**config.mk**
```make
export PLATFORM = sky130hd
export DESIGN_NAME = oks_cell
export DESIGN_NICKNAME = d
export VERILOG_FILES = /design/src/sv/oks_pkg.sv /design/src/sv/oks_cell.sv
export SDC_FILE = /design/constraint.sdc
export NUM_CORES = 1
export LEC_CHECK = 0
export BUFFER_PORTS_ARGS = -buffer_cell sky130_fd_sc_hd__buf_2
export CORE_AREA = 10 10 89 84
export DETAILED_ROUTE_END_ITERATION = 8
export DIE_AREA = 0 0 99 94
export HOLD_SLACK_MARGIN = 0.1
export PLACE_DENSITY = 0.91
export SLEW_MARGIN = 20
export SYNTH_ARGS = -nofsm -noshare
export SYNTH_HDL_FRONTEND = slang
export SYNTH_SLANG_ARGS = --single-unit
```
**constraint.sdc**
```tcl
create_clock -name clk -period 2.3 [get_ports clk]
set_input_delay 0.23 -clock clk [delete_from_list [all_inputs] [get_ports clk]]
set_output_delay 0.23 -clock clk [all_outputs]
set_load 0.005 [all_outputs]
```
**src/sv/oks_pkg.sv**
```systemverilog
// oks_pkg: constants, types and codes shared by the ordered key set block
// used by the channel interfaces, the storage cell and the top level
`default_nettype none

package oks_pkg;

  localparam int CAPACITY  = 64;
  localparam int KEY_WIDTH = 32;
  localparam int CNT_W     = $clog2(CAPACITY + 1);
  localparam int OPC_W     = 3;
  localparam int STAT_W    = 2;
  localparam int FIELD_W   = 32;

  typedef logic [KEY_WIDTH-1:0] key_t;
  typedef logic [FIELD_W-1:0]   field_key_t;
  typedef logic [CNT_W-1:0]     count_t;
  typedef logic [OPC_W-1:0]     opcode_t;
  typedef logic [STAT_W-1:0]    status_t;

  // opcodes
  localparam opcode_t OP_INSERT   = 3'd0;
  localparam opcode_t OP_REMOVE   = 3'd1;
  localparam opcode_t OP_CONTAINS = 3'd2;
  localparam opcode_t OP_SMALLEST = 3'd3;
  localparam opcode_t OP_LARGEST  = 3'd4;
  localparam opcode_t OP_PRED     = 3'd5;
  localparam opcode_t OP_SUCC     = 3'd6;

  // result status
  localparam status_t ST_OK   = 2'd0;
  localparam status_t ST_MISS = 2'd1;
  localparam status_t ST_FULL = 2'd2;

  // per cell update command
  typedef logic [1:0] cell_cmd_t;
  localparam cell_cmd_t CELL_HOLD  = 2'd0;
  localparam cell_cmd_t CELL_LOAD  = 2'd1;
  localparam cell_cmd_t CELL_LEFT  = 2'd2;
  localparam cell_cmd_t CELL_RIGHT = 2'd3;

  // compare flags a cell reports against the broadcast key
  typedef struct packed {
    logic lt;
    logic eq;
  } cell_flags_t;

endpackage

`default_nettype wire

```
**src/sv/oks_cell.sv**
```systemverilog
// oks_cell: one storage cell of the sorted key chain
// depends on oks_pkg; holds one key, compares it against the broadcast key
`default_nettype none

module oks_cell (
  input  wire logic                clk,
  input  wire oks_pkg::key_t       key_i,
  input  wire oks_pkg::key_t       left_key,
  input  wire oks_pkg::key_t       right_key,
  input  wire oks_pkg::cell_cmd_t  cmd,
  output oks_pkg::key_t            key_o,
  output oks_pkg::cell_flags_t     flags_o
);
  import oks_pkg::*;

  key_t        key_r, key_nxt;
  cell_flags_t flags_r, flags_nxt;

  always_comb begin
    case (cmd)
      CELL_HOLD:  key_nxt = key_r;
      CELL_LOAD:  key_nxt = key_i;
      CELL_LEFT:  key_nxt = left_key;
      CELL_RIGHT: key_nxt = right_key;
      default:    key_nxt = key_r;
    endcase
    flags_nxt.lt = (key_r < key_i);
    flags_nxt.eq = (key_r == key_i);
  end

  always_ff @(posedge clk) begin
    key_r   <= key_nxt;
    flags_r <= flags_nxt;
  end

  assign key_o   = key_r;
  assign flags_o = flags_r;

endmodule

`default_nettype wire

```
==> flow_summary_export.csv, run 1 <==
group,metric,value,unit
grt,grt_max_degree,65,
clock_network,cts_hold_buf,0,
logic_synthesis,synth_warnings,0,
critical_path,worstPathCellList,"ha_1 > and2_0 > a221o_1 > a221oi_1 > o21ai_1 > a21oi_1",
die,start_util,0.4422,
critical_path,r2r_slack,370,ps
sta,fmax,0.5193,GHz
logic_synthesis,synth_top_flop_cell,"edfxtp_1",
grt,antenna_found_initial,0,
sta,finalSetupTns,0,ps
sta,rsz0062_at_grt,"false",
logic_synthesis,syn_nets,385,
pwr,cellPowerDensity,529.3,mW/mm2
finish,diodes,0,
clock_network,clock-root-buffer,"clkbuf_8",
critical_path,endpoint_kind,"flip-flop",
die,die_x,99,um
clock_network,cts_htree_levels,2,
routing,vias,2313,
pwr,ir_worst_vdd,0.3159,mV
place,gp_congestion,0.8243,
die,die_h,94,um
routing,drtAntennaViolNets,0,
sta,drv_slew,0,
routing,dr_wl_met2,3.483,mm
clock_network,cts_resized,0,
critical_path,crit_slowest_cell,"edfxtp_1",
finish,postLayoutCellArea,0.003266,mm2
die,die_area,0.009306,mm2
logic_synthesis,async_flop_share,0,
routing,via_per_inst,5.072,
finish,n_fill_cell,491,
sta,hold_violations,0,
sta,finalSetupViolCount,0,
finish,final_cell_mix,"buf_2, a21oi_1, inv_1",
routing,wl_met1,3.091,mm
sta,finClkSkew,2.777,ps
logic_synthesis,synth_cell_types,26,
grt,overflow,0,
sta,post-route-period-util,0.8372,
die,core,0.005563,mm2
critical_path,cp.required,2520,ps
sta,holdWs,285.7,ps
routing,drtIter0Drc,39,
routing,finalWirelength,7.437,mm
logic_synthesis,yosysSeqAreaShare,0.4069,
clock_network,postCtsSetupBuffers,0,
clock_network,cts_tree,"yes",
sta,tightestPinTransition,800.2,ps
place,dp_hpwl,6.225,mm
logic_synthesis,ys_ff_latch,34,
routing,wl_met3,730,um
critical_path,crit_family,"compound AO/OA/AOI/OAI gates",
critical_path,critPathKind,"reg -> reg",
clock_network,cts_made_buffers,5,
place,placed_cell_area,0.003184,mm2
clock_network,clkLatencyLatePin,280,ps
finish,area_growth,32.76,%
sta,maxSlewHeadroom,0.4666,
critical_path,critPathLaunchType,"flip-flop",
pwr,power,1.728,mW
clock_network,clockBufferDepth,2,
clock_network,clkSlewWorstSetupHoldPaths,70,ps
critical_path,crit_arrival,2140,ps
grt,grt.total_usage,0.1591,
grt,grt_pass1_wl,12.20,mm
routing,drc,0,
worst_hold_path,hold_class,"in -> reg",
logic_synthesis,synth.cell_area,0.002460,mm2
flow_run,maxCapViolCount,0,
finish,num-nets-final,516,
sta,fin_crit,1926,ps
routing,top_layer,"met4",
logic_synthesis,synthCells,254,
finish,final_common_cell,"buf_2",
logic_synthesis,avgSynthCellArea,9.684,um2
die,rows,26,
critical_path,path_max_fanout,2,
logic_synthesis,synth_edf_count,32,
die,ioPinCount,133,
pwr,leakage,1.743,nW
grt,grt_pass1_vias,2640,
place,port_buffers,132,
clock_network,cts_num_sinks,34,
routing,post_drt_wl_per_cell,16.31,um
critical_path,cpPeakStageDelay,400,ps
finish,layout-drive-gt1-share,0.3756,
outcome,status,"completed",
critical_path,crit_buf_inv,0,
routing,first_pass_iters,4,
kinds of logic after synthesis:
logic type	after synthesis	share of synthesized area
AO/OA/AOI/OAI	56	0.1287
adder cells (fa/ha/maj)	32	0.1628
buffers and inverters	45	0.07070
flip-flops	34	0.4069
multiplexers	32	0.1302
AND/OR/NAND/NOR	55	0.1007
metrics by stage:
stage,setup WS [ps],utilization,cells
after floorplan,636.6,-,254
after global routing,246.6,0.5870,456
after CTS,392.6,0.5870,456
after detailed placement,413.5,0.5724,448
after global placement,390.9,0.5724,448
final,374.3,0.5870,456
layout make-up:
class | count | area (um2) | share of cell area
multi-input cells | 175 | 1285 | 0.3935
repair buffers | 135 | 683.2 | 0.2092
well taps | 70 | 87.58 | 0.02682
clock inverters | 2 | 8.758 | 0.002682
clock buffers | 6 | 72.57 | 0.02222
inverters | 34 | 127.6 | 0.03908
flip-flops and latches | 34 | 1001 | 0.3065
Yosys cell counts, types with 2 or more instances:
library cell | n | area share
a21o_1 | 4 | 0.012
a21oi_1 | 42 | 0.085
a221oi_1 | 2 | 0.0071
buf_2 | 4 | 0.0081
clkbuf_1 | 7 | 0.011
dfxtp_1 | 2 | 0.016
edfxtp_1 | 32 | 0.39
ha_1 | 32 | 0.16
inv_1 | 34 | 0.052
mux2i_1 | 32 | 0.13
nand2_1 | 9 | 0.014
nand3_1 | 3 | 0.0061
nand4_1 | 4 | 0.010
nor2_1 | 33 | 0.050
o21ai_0 | 3 | 0.0061
final timing paths:
path,end,startpoint,cells after the start
min,key_o[6],key_i[6],3
max,flags_o[1],key_o[27],6
max reg2reg,flags_o[1],key_o[27],6
min reg2reg,flags_o[1],key_o[15],3
metal layers:
layer	up-vias	GRT usage
met3	15	0.06696
met5	-	0
met2	106	0.2744
met4	0	0.04535
met1	1020	0.1753
li1	1172	-
flip-flops by register name (all words and copies together) (netlist names):
| name | flops |
|---|---|
| key_o | 32 |
| flags_o | 2 |
power by group:
group	leakage (nW)	total [mW]	internal (mW)	switching, mW
Sequential	0.339	0.804	0.764	0.0398
Combinational	1.36	0.502	0.244	0.258
Clock	0.0426	0.423	0.208	0.215
Total	1.74	1.73	1.22	0.512
worst reg2reg max path: cells and delay by family, from the launching register on:
family | cells | cell delay, ps
AO/OA/AOI/OAI | 4 | 990
adder cells (fa/ha/maj) | 1 | 310
flip-flops | 1 | 400
AND/OR/NAND/NOR | 1 | 170
No activity file was read; power rests on OpenSTA's default activity.
==> run 2: changes to the inputs <==
--- a/config.mk
+++ b/config.mk
@@ -5,12 +5,13 @@
 export SDC_FILE = /design/constraint.sdc
 export NUM_CORES = 1
 export LEC_CHECK = 0
+export ABC_AREA = 1
 export BUFFER_PORTS_ARGS = -buffer_cell sky130_fd_sc_hd__buf_2
-export CORE_AREA = 10 10 89 84
+export CORE_AREA = 10 10 94 88
 export DETAILED_ROUTE_END_ITERATION = 8
-export DIE_AREA = 0 0 99 94
+export DIE_AREA = 0 0 104 98
 export HOLD_SLACK_MARGIN = 0.1
-export PLACE_DENSITY = 0.91
+export PLACE_DENSITY = 0.87
 export SLEW_MARGIN = 20
 export SYNTH_ARGS = -nofsm -noshare
 export SYNTH_HDL_FRONTEND = slang
==> constraint.sdc (replaced) <==
create_clock -name clk -period 1.6 [get_ports clk]
set_input_delay 0.16 -clock clk [delete_from_list [all_inputs] [get_ports clk]]
set_output_delay 0.16 -clock clk [all_outputs]
set_load 0.005 [all_outputs]
==> run 2 against run 1 <==
Compared with the run above: synthesized cell count increased by 13%; worst hold slack worse by 120 ps; global-route usage fell by 1.4 points; die area up 9.5%; non-clock buffer count rose by 1; critical path depth unchanged; maximum frequency is 35% higher; sequential share of layout area shrank 0.39 points; via count up 8.1%; clock power grew 57%; highest routed layer unchanged.
==> flow_summary_export.csv, run 2 <==
group,metric,value,unit
logic_synthesis,synth_edf_count,32,
clock_network,cts_htree_levels,2,
outcome,status,"completed",
pwr,cellPowerDensity,769.1,mW/mm2
clock_network,clkLatencyLatePin,280,ps
logic_synthesis,yosysMostFrequentCell,"nand2_1",
sta,drv_slew,0,
grt,antenna_found_initial,0,
flow_run,maxCapViolCount,0,
critical_path,reg2reg_depth,6,
clock_network,postCtsSetupBuffers,0,
critical_path,crit_arrival,1640,ps
place,port_buffers,132,
grt,grt_max_degree,60,
finish,num-nets-final,548,
logic_synthesis,synth_warnings,0,
finish,fin_util,0.5188,
die,ioPinCount,133,
critical_path,endpoint_kind,"flip-flop",
critical_path,critPathKind,"reg -> reg",
die,die_area,0.01019,mm2
grt,overflow,0,
clock_network,clkSlewWorstSetupHoldPaths,70,ps
place,gp_congestion,0.7478,
logic_synthesis,avgSynthCellArea,8.672,um2
logic_synthesis,async_flop_share,0,
clock_network,clock-root-buffer,"clkbuf_8",
finish,area_growth,32.46,%
finish,n_fill_cell,628,
die,core,0.006376,mm2
logic_synthesis,synth.cell_area,0.002497,mm2
routing,via_per_inst,4.923,
logic_synthesis,synth.top_cells.by_count,"nand2_1, inv_1, nand3_1",
die,die_h,98,um
clock_network,cts_tree,"yes",
grt,grt_pass1_wl,12.34,mm
logic_synthesis,yosysSeqAreaShare,0.4008,
clock_network,clockBufferDepth,2,
worst_hold_path,hold_class,"in -> reg",
die,rows,28,
die,die_x,104,um
routing,drtAntennaViolNets,0,
logic_synthesis,yosys-top-cells-area,"edfxtp_1, ha_1, nand2_1",
sta,rsz0062_at_grt,"false",
clock_network,cts_num_sinks,34,
sta,finalSetupTns,0,ps
finish,diodes,0,
finish,final_cell_mix,"buf_2, nand2_1, inv_1",
logic_synthesis,synthCells,288,
sta,hold_violations,0,
sta,tightestPinTransition,818.5,ps
finish,final_common_cell,"buf_2",
sta,post-route-period-util,0.8898,
sta,holdWs,164.0,ps
logic_synthesis,syn_nets,419,
critical_path,critPathLaunchType,"flip-flop",
pwr,leakage,1.679,nW
sta,finalSetupViolCount,0,
finish,largest_register_ffs,32,
grt,grt.total_usage,0.1454,
critical_path,cp.required,1820,ps
clock_network,cts_made_buffers,5,
finish,layout-drive-gt1-share,0.3589,
worst_hold_path,hold_depth,3,
routing,first_pass_iters,5,
sta,fmax,0.7024,GHz
logic_synthesis,synth_area_leader_cell,"edfxtp_1",
die,start_util,0.3917,
routing,post_drt_wl_per_cell,15.40,um
routing,finalWirelength,7.823,mm
logic_synthesis,synth_top_flop_cell,"edfxtp_1",
clock_network,cts_hold_buf,0,
sta,fin_crit,1424,ps
sta,maxSlewHeadroom,0.4543,
routing,drc,0,
pwr,ir_worst_vdd,0.4236,mV
sta,finClkSkew,5.396,ps
grt,grt_pass1_vias,2599,
critical_path,path_max_fanout,2,
place,dp_hpwl,6.475,mm
routing,vias,2501,
logic_synthesis,synth_cell_types,22,
routing,drtIter0Drc,75,
logic_synthesis,ys_ff_latch,34,
logic_synthesis,synth_top_area_frac,0.3848,
-- run 2: final cells by class --
class	count	area, um2	share of cell area
clock inverter	1	5.005	0.001513
clock buffer	7	86.33	0.02610
tap	90	112.6	0.03404
sequential	34	1001	0.3026
multi-input combinational	198	1255	0.3793
timing repair buffer	136	690.7	0.2088
inverter	42	157.7	0.04766
-- run 2: kinds of logic after synthesis --
family                     share of synthesized area
and+or+nand+nor                               0.2059
AOI/OAI and AO/OA                             0.1343
buffers and inverters                        0.09869
DFF                                           0.4008
adders and majority gates                     0.1603
-- run 2: path summary, 6_finish.rpt --
kind / start / end / slack, ps
worst max-delay path: key_o[15] / flags_o[1] / 180
worst min register to register: key_o[31] / flags_o[1] / 760
worst min-delay path: left_key[0] / key_o[0] / 160
worst max register to register: key_o[15] / flags_o[1] / 180
-- run 2: timing repair --
item                                    4_1_cts  5_1_grt
hold endpoints to repair                      0        0
gates resized for setup                       0        1
endpoints found under the setup margin        0        2
-- run 2: routing by layer --
metal | GRT usage | part of all wire
met1 | 0.1698 | 0.43
met2 | 0.2573 | 0.51
met4 | 0.04064 | 0.0073
met3 | 0.03745 | 0.059
met5 | 0 | 0
-- run 2: worst max-delay path, stage by stage (launching register included) --
cell and delay [ps]:
edfxtp_1 410, ha_1 310, a21oi_1 150, o21ai_0 110, a21oi_1 170, nand2_1 90, a21oi_1 120
-- run 2: report_power, final --
part	internal, mW	switching (mW)	total (mW)
combinational	0.336	0.384	0.720
sequential	1.10	0.0570	1.16
clock	0.348	0.319	0.666
total	1.78	0.760	2.54
-- run 2: metrics by stage --
step	instance area [um2]	power (mW)	setup slack [ps]	std cells
floorplan	2497	1.565	290.7	288
global placement	3212	1.869	116.6	500
detailed placement	3212	1.903	77.37	500
CTS	3303	2.573	68.27	508
global route	3308	2.719	31.94	508
finish	3308	2.544	176.3	508
